$ cat config.mk
export PLATFORM = sky130hd
export DESIGN_NAME = rotary_pulse_dial_decoder_top_flat
export DESIGN_NICKNAME = d
export VERILOG_FILES = /design/src/hw/rtl/rpd_pkg.sv /design/src/hw/rtl/rpd_if.sv /design/src/hw/rtl/rpd_core.sv /design/src/hw/rtl/rotary_pulse_dial_decoder_top.sv /design/src/flat_wrapper.sv
export SDC_FILE = /design/constraint.sdc
export NUM_CORES = 1
export LEC_CHECK = 0
export ABC_CLOCK_PERIOD_IN_PS = 8200
export BUFFER_PORTS_ARGS = -buffer_cell sky130_fd_sc_hd__buf_4
export CAP_MARGIN = 20
export CORE_MARGIN = 1.5
export CORE_UTILIZATION = 35
export CTS_CLUSTER_DIAMETER = 30
export DETAILED_ROUTE_END_ITERATION = 7
export SYNTH_ARGS = -nofsm -noshare
export SYNTH_HDL_FRONTEND = slang
export SYNTH_SLANG_ARGS = --single-unit
$ cat constraint.sdc
create_clock -name clk -period 8.2 [get_ports clk]
set_clock_uncertainty 0.15 [all_clocks]
set_input_delay 0.41 -clock clk [delete_from_list [all_inputs] [get_ports clk]]
set_output_delay 0.41 -clock clk [all_outputs]
set_load 0.02 [all_outputs]
$ cat src/hw/rtl/rpd_pkg.sv
`timescale 1ns / 1ps
// ----------------------------------------------------------------------------
// rpd_pkg: shared types and constants of the rotary pulse dial decoder
// Holds the register map, reset values and the word types passed between
// the top level and the decoder core.
// ----------------------------------------------------------------------------
package rpd_pkg;

	// Timer width default and configuration port geometry.
	localparam int TIMER_BITS_DEFAULT = 16;
	localparam int CFG_IDX_BITS       = 3;
	localparam int CFG_DATA_BITS      = 16;

	// Register indexes on the configuration port.
	localparam logic [CFG_IDX_BITS-1:0] REG_EDGE_DEBOUNCE = 3'd0;
	localparam logic [CFG_IDX_BITS-1:0] REG_BREAK_MIN     = 3'd1;
	localparam logic [CFG_IDX_BITS-1:0] REG_BREAK_MAX     = 3'd2;
	localparam logic [CFG_IDX_BITS-1:0] REG_MAKE_MIN      = 3'd3;
	localparam logic [CFG_IDX_BITS-1:0] REG_GAP           = 3'd4;
	localparam logic [CFG_IDX_BITS-1:0] REG_PULSE_LIMIT   = 3'd5;

	// Register reset values.
	localparam logic [9:0]  RST_EDGE_DEBOUNCE = 10'd22;
	localparam logic [9:0]  RST_BREAK_MIN     = 10'd28;
	localparam logic [9:0]  RST_BREAK_MAX     = 10'd220;
	localparam logic [9:0]  RST_MAKE_MIN      = 10'd28;
	localparam logic [15:0] RST_GAP           = 16'd700;
	localparam logic [4:0]  RST_PULSE_LIMIT   = 5'd20;

	// Ten pulses dial the digit zero.
	localparam logic [4:0]  TEN_PULSES = 5'd10;

	// Configuration registers as seen by the core.
	typedef struct packed {
		logic [9:0]  edge_debounce_ms;
		logic [9:0]  break_min_ms;
		logic [9:0]  break_max_ms;
		logic [9:0]  make_min_ms;
		logic [15:0] interdigit_gap_ms;
		logic [4:0]  pulse_limit;
	} cfg_t;

	// One input word.
	typedef struct packed {
		logic hook_level;
		logic session_start;
		logic decode_enable;
	} sample_t;

	// One result word.
	typedef struct packed {
		logic       digit_valid;
		logic [3:0] digit_value;
		logic [4:0] pulse_tally;
		logic       collecting;
		logic       edge_accepted;
	} result_t;

endpackage

$ cat src/hw/rtl/rpd_if.sv
`timescale 1ns / 1ps
// ----------------------------------------------------------------------------
// rpd_in_if / rpd_out_if: sample and result channels
// Valid/ready channels carrying one hook sample word and one result word.
// ----------------------------------------------------------------------------
interface rpd_in_if;
	logic valid;
	logic ready;
	logic hook_level;
	logic session_start;
	logic decode_enable;

	modport source (output valid, hook_level, session_start, decode_enable, input ready);
	modport sink   (input valid, hook_level, session_start, decode_enable, output ready);
endinterface

interface rpd_out_if;
	logic       valid;
	logic       ready;
	logic       digit_valid;
	logic [3:0] digit_value;
	logic [4:0] pulse_tally;
	logic       collecting;
	logic       edge_accepted;

	modport source (output valid, digit_valid, digit_value, pulse_tally, collecting,
		edge_accepted, input ready);
	modport sink   (input valid, digit_valid, digit_value, pulse_tally, collecting,
		edge_accepted, output ready);
endinterface

$ cat src/hw/rtl/rpd_core.sv
`timescale 1ns / 1ps
// ----------------------------------------------------------------------------
// rpd_core: pulse dial decoder state and step logic
// Holds the millisecond timers and train state, and computes the result of
// one sample in a single pass; state advances when step is high.
// ----------------------------------------------------------------------------
module rpd_core #(
	parameter int TIMER_BITS = rpd_pkg::TIMER_BITS_DEFAULT
) (
	input  logic             clk,
	input  logic             arst_n,
	input  logic             step,
	input  rpd_pkg::sample_t sample,
	input  rpd_pkg::cfg_t    cfg,
	output rpd_pkg::result_t res
);
	import rpd_pkg::*;

	// Compare width covers both the timers and the widest threshold.
	localparam int CW = (TIMER_BITS > 16) ? TIMER_BITS : 16;
	localparam logic [TIMER_BITS-1:0] TIMER_MAX = '1;

	logic                  init_q;
	logic                  level_q;
	logic [TIMER_BITS-1:0] edge_t_q;
	logic [TIMER_BITS-1:0] make_t_q;
	logic [TIMER_BITS-1:0] brk_t_q;
	logic                  brk_valid_q;
	logic [TIMER_BITS-1:0] pulse_t_q;
	logic                  collect_q;
	logic [4:0]            count_q;

	logic                  init_d;
	logic                  level_d;
	logic [TIMER_BITS-1:0] edge_t_d;
	logic [TIMER_BITS-1:0] make_t_d;
	logic [TIMER_BITS-1:0] brk_t_d;
	logic                  brk_valid_d;
	logic [TIMER_BITS-1:0] pulse_t_d;
	logic                  collect_d;
	logic [4:0]            count_d;
	logic [TIMER_BITS-1:0] brk_len;
	logic                  edge_acc;
	logic                  dig_valid;
	logic [3:0]            dig_value;

	function automatic logic [TIMER_BITS-1:0] tick(input logic [TIMER_BITS-1:0] t);
		tick = (t == TIMER_MAX) ? TIMER_MAX : t + 1'b1;
	endfunction

	// Next state and result of one sample.
	always_comb begin
		init_d      = init_q;
		level_d     = level_q;
		edge_t_d    = tick(edge_t_q);
		make_t_d    = tick(make_t_q);
		brk_t_d     = tick(brk_t_q);
		brk_valid_d = brk_valid_q;
		pulse_t_d   = tick(pulse_t_q);
		collect_d   = collect_q;
		count_d     = count_q;
		brk_len     = '0;
		edge_acc    = 1'b0;
		dig_valid   = 1'b0;
		dig_value   = '0;

		if (sample.session_start) begin
			init_d      = 1'b0;
			level_d     = sample.hook_level;
			make_t_d    = '0;
			brk_t_d     = '0;
			brk_valid_d = 1'b0;
			pulse_t_d   = '0;
			edge_t_d    = TIMER_MAX;
			collect_d   = 1'b0;
			count_d     = '0;
		end else if (sample.decode_enable) begin
			if (!init_q) begin
				// First enabled sample records the level and clears the make and break timers.
				init_d      = 1'b1;
				level_d     = sample.hook_level;
				make_t_d    = '0;
				brk_t_d     = '0;
				brk_valid_d = 1'b0;
			end else if (sample.hook_level != level_q &&
				CW'(edge_t_d) >= CW'(cfg.edge_debounce_ms)) begin
				edge_acc = 1'b1;
				edge_t_d = '0;
				if (level_q) begin
					// Make to break: after a long enough make, opens or continues a train.
					if (CW'(make_t_d) >= CW'(cfg.make_min_ms)) begin
						if (!collect_q) begin
							collect_d = 1'b1;
							count_d   = '0;
						end
						brk_t_d     = '0;
						brk_valid_d = 1'b1;
					end
				end else begin
					// Break to make: a break of legal length in an open train below the pulse limit is a pulse.
					brk_len  = brk_valid_q ? brk_t_d : '0;
					make_t_d = '0;
					if (collect_q && count_q < cfg.pulse_limit &&
						CW'(brk_len) >= CW'(cfg.break_min_ms) &&
						CW'(brk_len) <= CW'(cfg.break_max_ms)) begin
						count_d   = count_q + 5'd1;
						pulse_t_d = '0;
					end
				end
				level_d = sample.hook_level;
			end

			// Inter-digit gap ends the train.
			if (sample.hook_level && collect_d && count_d != '0 &&
				CW'(pulse_t_d) >= CW'(cfg.interdigit_gap_ms)) begin
				if (count_d == TEN_PULSES) begin
					dig_valid = 1'b1;
				end else if (count_d < TEN_PULSES) begin
					dig_valid = 1'b1;
					dig_value = count_d[3:0];
				end
				collect_d = 1'b0;
				count_d   = '0;
			end
		end
	end

	assign res.digit_valid   = dig_valid;
	assign res.digit_value   = dig_value;
	assign res.pulse_tally   = count_d;
	assign res.collecting    = collect_d;
	assign res.edge_accepted = edge_acc;

	// Decoder state registers.
	always_ff @(posedge clk or negedge arst_n) begin
		if (!arst_n) begin
			init_q      <= 1'b0;
			level_q     <= 1'b0;
			edge_t_q    <= TIMER_MAX;
			make_t_q    <= '0;
			brk_t_q     <= '0;
			brk_valid_q <= 1'b0;
			pulse_t_q   <= '0;
			collect_q   <= 1'b0;
			count_q     <= '0;
		end else if (step) begin
			init_q      <= init_d;
			level_q     <= level_d;
			edge_t_q    <= edge_t_d;
			make_t_q    <= make_t_d;
			brk_t_q     <= brk_t_d;
			brk_valid_q <= brk_valid_d;
			pulse_t_q   <= pulse_t_d;
			collect_q   <= collect_d;
			count_q     <= count_d;
		end
	end

	// A count is only ever held while a train is open.
	a_count_needs_train: assert property (@(posedge clk) disable iff (!arst_n)
		!collect_q |-> count_q == '0)
		else $error("pulse count nonzero outside a pulse train");

	// A session start leaves the decoder cleared.
	a_start_clears: assert property (@(posedge clk) disable iff (!arst_n)
		step && sample.session_start |=> !collect_q && count_q == '0 && !init_q)
		else $error("session start did not clear the decoder");

	// An accepted edge restarts the debounce timer.
	a_edge_restarts: assert property (@(posedge clk) disable iff (!arst_n)
		step && res.edge_accepted |=> edge_t_q == '0)
		else $error("accepted edge did not restart the debounce timer");

	// A digit is only emitted from an open train.
	a_digit_from_train: assert property (@(posedge clk) disable iff (!arst_n)
		step && res.digit_valid |-> collect_q && !res.collecting)
		else $error("digit emitted without an open pulse train");

endmodule

$ cat src/hw/rtl/rotary_pulse_dial_decoder_top.sv
`timescale 1ns / 1ps
// ----------------------------------------------------------------------------
// rotary_pulse_dial_decoder_top: rotary loop-disconnect pulse dial decoder
// Takes one hook sample word per millisecond tick and returns one result
// word per sample with the decoded digit, pulse count and edge flags.
// ----------------------------------------------------------------------------
// Every sample word gives exactly one result word. The block accepts a new
// sample in every cycle while the result register is not stalled. A sample
// is held in the input register, and the decoder step logic reads it and
// writes its result into the result register. A stalled result holds the
// input register, and a further sample is taken once the result register
// moves. Registers are to be written through the configuration port only
// while no sample is in flight; the block itself does not enforce this.
// ----------------------------------------------------------------------------
module rotary_pulse_dial_decoder_top #(
	parameter int TIMER_BITS = rpd_pkg::TIMER_BITS_DEFAULT
) (
	input  logic                              clk,
	input  logic                              arst_n,
	rpd_in_if.sink                            dial_in,
	rpd_out_if.source                         dial_out,
	input  logic                              cfg_we,
	input  logic [rpd_pkg::CFG_IDX_BITS-1:0]  cfg_index,
	input  logic [rpd_pkg::CFG_DATA_BITS-1:0] cfg_wdata
);
	import rpd_pkg::*;

	cfg_t    cfg_q;
	logic    valid_s1;
	sample_t sample_s1;
	logic    valid_s2;
	result_t result_s2;
	result_t res;
	logic    adv;

	// Register writes.
	always_ff @(posedge clk or negedge arst_n) begin
		if (!arst_n) begin
			cfg_q.edge_debounce_ms  <= RST_EDGE_DEBOUNCE;
			cfg_q.break_min_ms      <= RST_BREAK_MIN;
			cfg_q.break_max_ms      <= RST_BREAK_MAX;
			cfg_q.make_min_ms       <= RST_MAKE_MIN;
			cfg_q.interdigit_gap_ms <= RST_GAP;
			cfg_q.pulse_limit       <= RST_PULSE_LIMIT;
		end else if (cfg_we) begin
			case (cfg_index)
				REG_EDGE_DEBOUNCE: cfg_q.edge_debounce_ms  <= cfg_wdata[9:0];
				REG_BREAK_MIN:     cfg_q.break_min_ms      <= cfg_wdata[9:0];
				REG_BREAK_MAX:     cfg_q.break_max_ms      <= cfg_wdata[9:0];
				REG_MAKE_MIN:      cfg_q.make_min_ms       <= cfg_wdata[9:0];
				REG_GAP:           cfg_q.interdigit_gap_ms <= cfg_wdata[15:0];
				REG_PULSE_LIMIT:   cfg_q.pulse_limit       <= cfg_wdata[4:0];
				default: begin
				end
			endcase
		end
	end

	// The input word moves on when the result register is free or drains.
	assign adv           = valid_s1 && (!valid_s2 || dial_out.ready);
	assign dial_in.ready = !valid_s1 || adv;

	// Input register.
	always_ff @(posedge clk or negedge arst_n) begin
		if (!arst_n) begin
			valid_s1 <= 1'b0;
		end else if (dial_in.valid && dial_in.ready) begin
			valid_s1 <= 1'b1;
		end else if (adv) begin
			valid_s1 <= 1'b0;
		end
	end

	always_ff @(posedge clk) begin
		if (dial_in.valid && dial_in.ready) begin
			sample_s1.hook_level    <= dial_in.hook_level;
			sample_s1.session_start <= dial_in.session_start;
			sample_s1.decode_enable <= dial_in.decode_enable;
		end
	end

	rpd_core #(
		.TIMER_BITS(TIMER_BITS)
	) u_core (
		.clk    (clk),
		.arst_n (arst_n),
		.step   (adv),
		.sample (sample_s1),
		.cfg    (cfg_q),
		.res    (res)
	);

	// Result register.
	always_ff @(posedge clk or negedge arst_n) begin
		if (!arst_n) begin
			valid_s2 <= 1'b0;
		end else if (adv) begin
			valid_s2 <= 1'b1;
		end else if (dial_out.ready) begin
			valid_s2 <= 1'b0;
		end
	end

	always_ff @(posedge clk) begin
		if (adv) begin
			result_s2 <= res;
		end
	end

	assign dial_out.valid         = valid_s2;
	assign dial_out.digit_valid   = result_s2.digit_valid;
	assign dial_out.digit_value   = result_s2.digit_value;
	assign dial_out.pulse_tally   = result_s2.pulse_tally;
	assign dial_out.collecting    = result_s2.collecting;
	assign dial_out.edge_accepted = result_s2.edge_accepted;

endmodule
$ cat src/flat_wrapper.sv
// flat-port wrapper written by rule: the top's interface ports become plain ports
module rotary_pulse_dial_decoder_top_flat import rpd_pkg::*;
#(
	parameter int TIMER_BITS = rpd_pkg::TIMER_BITS_DEFAULT
)
  (clk, arst_n, cfg_we, cfg_index, cfg_wdata, dial_in_valid, dial_in_hook_level, dial_in_session_start, dial_in_decode_enable, dial_in_ready, dial_out_valid, dial_out_digit_valid, dial_out_digit_value, dial_out_pulse_tally, dial_out_collecting, dial_out_edge_accepted, dial_out_ready);
  rpd_in_if dial_in_i ();
  rpd_out_if dial_out_i ();
  input  logic clk;
  input  logic arst_n;
  input  logic cfg_we;
  input  logic [rpd_pkg::CFG_IDX_BITS-1:0] cfg_index;
  input  logic [rpd_pkg::CFG_DATA_BITS-1:0] cfg_wdata;
  input wire logic [$bits(dial_in_i.valid)-1:0] dial_in_valid;
  input wire logic [$bits(dial_in_i.hook_level)-1:0] dial_in_hook_level;
  input wire logic [$bits(dial_in_i.session_start)-1:0] dial_in_session_start;
  input wire logic [$bits(dial_in_i.decode_enable)-1:0] dial_in_decode_enable;
  output wire logic [$bits(dial_in_i.ready)-1:0] dial_in_ready;
  output wire logic [$bits(dial_out_i.valid)-1:0] dial_out_valid;
  output wire logic [$bits(dial_out_i.digit_valid)-1:0] dial_out_digit_valid;
  output wire logic [$bits(dial_out_i.digit_value)-1:0] dial_out_digit_value;
  output wire logic [$bits(dial_out_i.pulse_tally)-1:0] dial_out_pulse_tally;
  output wire logic [$bits(dial_out_i.collecting)-1:0] dial_out_collecting;
  output wire logic [$bits(dial_out_i.edge_accepted)-1:0] dial_out_edge_accepted;
  input wire logic [$bits(dial_out_i.ready)-1:0] dial_out_ready;
  assign dial_in_i.valid = dial_in_valid;
  assign dial_in_i.hook_level = dial_in_hook_level;
  assign dial_in_i.session_start = dial_in_session_start;
  assign dial_in_i.decode_enable = dial_in_decode_enable;
  assign dial_in_ready = dial_in_i.ready;
  assign dial_out_valid = dial_out_i.valid;
  assign dial_out_digit_valid = dial_out_i.digit_valid;
  assign dial_out_digit_value = dial_out_i.digit_value;
  assign dial_out_pulse_tally = dial_out_i.pulse_tally;
  assign dial_out_collecting = dial_out_i.collecting;
  assign dial_out_edge_accepted = dial_out_i.edge_accepted;
  assign dial_out_i.ready = dial_out_ready;
  rotary_pulse_dial_decoder_top #(.TIMER_BITS(TIMER_BITS)) u_core (.clk(clk), .arst_n(arst_n), .dial_in(dial_in_i), .dial_out(dial_out_i), .cfg_we(cfg_we), .cfg_index(cfg_index), .cfg_wdata(cfg_wdata));
endmodule
==> impl_metrics.json <==
{
  "synth_nets": 1127,
  "core_um2": 26210,
  "yosys.area.top_type_share_pct": 26.12,
  "synth_ff_type": "dfrtp_1",
  "p_sw_share_pct": 29.70,
  "synth-edff-count": 15,
  "wl_per_cell_um": 16.29,
  "portBuffers": 40,
  "critPathLaunchType": "flop",
  "path_class": "flop to flop",
  "io_pins": 41,
  "grt_setup_unrepaired": "false",
  "relSlewSlack_pct": 38.85,
  "synth_area_leaders": "dfrtp_1 (26%), dfstp_2 (11%), ha_1 (8.4%), o21ai_0 (6.1%), nand2_1 (5.3%)",
  "place_area_um2": 10050,
  "row_count": 59,
  "rr_worst_depth": 24,
  "cp.arrival_ps": 6890,
  "endpoint_kind": "flop",
  "cts_sinks": 151,
  "first_pass_iters": 5,
  "whs_path_depth": 1,
  "comb_power_share_pct": 20.2,
  "hold_path_end": "u_core.sample_s1[1]",
  "worstMarginPinSlew_ps": 914.5,
  "drc": 0,
  "status": "complete, no violations",
  "ant_nets": 0,
  "diodes": 0,
  "grt_util_all_layers_pct": 17.21,
  "finalHoldViolations": 0,
  "dieArea_um2": 27810,
  "setup_tns_ps": 0,
  "vias_per_cell": 5.408,
  "power.total_mw": 2.148,
  "synth-warning-count": 0,
  "synth_top_area_cell": "dfrtp_1",
  "cts_root_buf": "clkbuf_16",
  "syn_area_um2": 9388,
  "ys_ff_latch": 151,
  "path_clk_slew_ps": 60,
  "p_int_mw": 1.510,
  "htree_levels": 4,
  "drive_gt1_share_pct": 14.80,
  "p_leak_nw": 4.654,
  "period_needed_ps": 6766,
  "r2r-start": "u_core.u_core.edge_t_q[0]",
  "pwr-share-seq_pct": 44.6,
  "stdcell_count": 1416,
  "grt_start_max_net_pins": 78,
  "drt_wl_total_um": 23070,
  "numCtsBuffers": 17,
  "crit_fanout": 25,
  "hold_path_class": "input port to flop",
  "p_clk_share_pct": 35.2,
  "drtIter0Drc": 491,
  "async_flop_share_pct": 90.07,
  "post-place-ws_ps": 1554,
  "min_from": "dial_in_session_start",
  "post-route-util_pct": 40.59,
  "avgSynthCellArea_um2": 9.053,
  "vias": 7658,
  "ir_drop_mv": 0.1456,
  "nets": 1158,
  "post_cts_resized": 0,
  "p_switching_uw": 638.1,
  "area_growth_syn_to_layout_pct": 13.30,
  "initial_core_util_pct": 35.82,
  "reg2reg_to": "u_core.dial_out.pulse_tally[2]",
  "synth.distinct_cells": 76,
  "yosysMostFrequentCell": "nand2_1",
  "antenna_found_initial": 0,
  "slew_viol_final": 0,
  "dp_cells": 1381,
  "ys_seq_area_share_pct": 41.56,
  "grt-ovfl-total": 0,
  "period_share_pct": 82.51,
  "powerDensity_nw_per_um2": 202.0,
  "required_ps": 8320,
  "synth_cells": 1037,
  "clockBufferDepth": 2,
  "setup_violations": 0,
  "die_height_um": 166.8,
  "design_area_um2": 10640,
  "layout_setup_ws_ps": 1434,
  "grt_pass1_wl_um": 38590,
  "holdWs_ps": 28.81,
  "r2r_setup_slack_ps": 1430,
  "synth_common_cells": "nand2_1 (133), o21ai_0 (114), dfrtp_1 (98)",
  "clk_latency_ps": 430,
  "max_freq_mhz": 147.8,
  "grt_pass1_vias": 7347,
  "post-dp-hpwl_um": 16120,
  "gp_congestion": 0.8196,
  "chipWidth_um": 166.8,
  "cts_tree": "done",
  "cap_violations": 0
}
[critical path, stage by stage (launching register included)]
cell,delay (ps)
dfstp_2,570
ha_1,230
nand4_1,230
nor4_2,520
nand3_1,360
and2_1,270
ha_1,260
nor2b_1,40
o21ai_0,160
a21oi_1,100
o221ai_1,300
o21ai_0,230
nor4b_4,240
buf_4,310
a21oi_1,70
ha_1,330
a21o_1,180
a21o_1,170
a21o_1,160
a21o_1,170
a221oi_1,320
o31ai_1,150
a32oi_1,540
or3b_1,410
a21oi_1,130
[kinds of logic after synthesis]
group                      synth area share (%)
adders and majority gates                 8.397
AOI/OAI and AO/OA                         21.63
buffers and inverters                     4.758
xor gates and xnor gates                  2.799
muxes                                     2.852
DFF                                       41.56
and+or+nand+nor                           18.01
[registers in the layout (all words and copies together) (netlist names)]
register,cells
u_core.dial_out.digit_valid,1
u_core.dial_out.edge_accepted,1
u_core.cfg_q,61
u_core.u_core.init_q,1
u_core.u_core.brk_t_q,16
u_core.valid_s1,1
u_core.u_core.brk_valid_q,1
u_core.u_core.make_t_q,16
u_core.u_core.level_q,1
u_core.u_core.collect_q,1
u_core.u_core.count_q,5
u_core.u_core.edge_t_q,16
u_core.dial_out.valid,1
u_core.dial_out.pulse_tally,5
u_core.sample_s1,3
u_core.u_core.pulse_t_q,16
u_core.dial_out.digit_value,4
u_core.dial_out.collecting,1
[area by class of cell]
class / count / area, um^2
Clock buffer: 23 / 489.2
Clock inverter: 9 / 72.57
Fill cell: 2615 / 15570
Inverter: 76 / 285.3
Multi-Input combinational cell: 770 / 5066
Sequential cell: 151 / 3901
Tap cell: 335 / 419.2
Timing Repair Buffer: 52 / 402.9
[power by group through the flow]
stage | clock network [mW] | logic, mW | registers, mW
floorplan | 0 | 0.306 | 0.950
global placement | 0 | 0.424 | 0.967
detailed placement | 0 | 0.434 | 0.969
CTS | 0.771 | 0.439 | 0.957
global route | 0.796 | 0.504 | 0.973
finish | 0.756 | 0.435 | 0.957
[how the worst max path moves through the flow]
stage,to,cells after the start,from
after floorplan,u_core.dial_out.digit_value[0],24,u_core.u_core.edge_t_q[0]
after global placement,u_core.dial_out.pulse_tally[2],24,u_core.u_core.edge_t_q[0]
after detailed placement,u_core.dial_out.pulse_tally[2],24,u_core.u_core.edge_t_q[0]
after CTS,u_core.dial_out.pulse_tally[2],24,u_core.u_core.edge_t_q[0]
after global routing,u_core.dial_out.pulse_tally[2],24,u_core.u_core.edge_t_q[0]
final,u_core.dial_out.pulse_tally[2],24,u_core.u_core.edge_t_q[0]
[per-layer routing]
layer / vias to the layer above / GRT usage (%) / routed length, um
met5: - / 0 / 0
met4: 0 / 4.308 / 261
met3: 21 / 2.733 / 846
met2: 136 / 28.50 / 10940
met1: 3695 / 23.49 / 11020
li1: 3806 / - / -
[cells in the final DEF, fill, tap and decap left out, drive strengths merged, types with 3 or more instances in the layout]
cell,synthesis,layout
a211o,4,4
a211oi,10,10
a21boi,4,4
a21o,11,11
a21oi,67,67
a22o,26,26
a31oi,13,13
a41oi,6,6
and2,11,11
and3,18,18
and4,6,6
buf,3,50
clkbuf,37,23
clkinv,0,7
dfrtp,98,98
dfstp,38,38
edfxtp,15,15
ha,63,63
inv,76,76
mux2,22,22
nand2,134,134
nand2b,11,11
nand3,39,39
nand4,17,17
nand4b,3,3
nor2,46,46
nor2b,11,11
nor3,11,11
nor3b,5,5
nor4,9,9
o211ai,8,8
o21a,9,9
o21ai,124,124
o22a,6,6
o31a,5,5
o31ai,8,8
o41ai,3,3
or2,3,3
xnor2,18,18
xor2,12,12
[repair_timing]
item / in CTS / in global routing
hold endpoints to repair: 52 / 0
hold buffers: 2 / 0
setup buffers: 0 / 0
(Power assumes the default switching activity.)
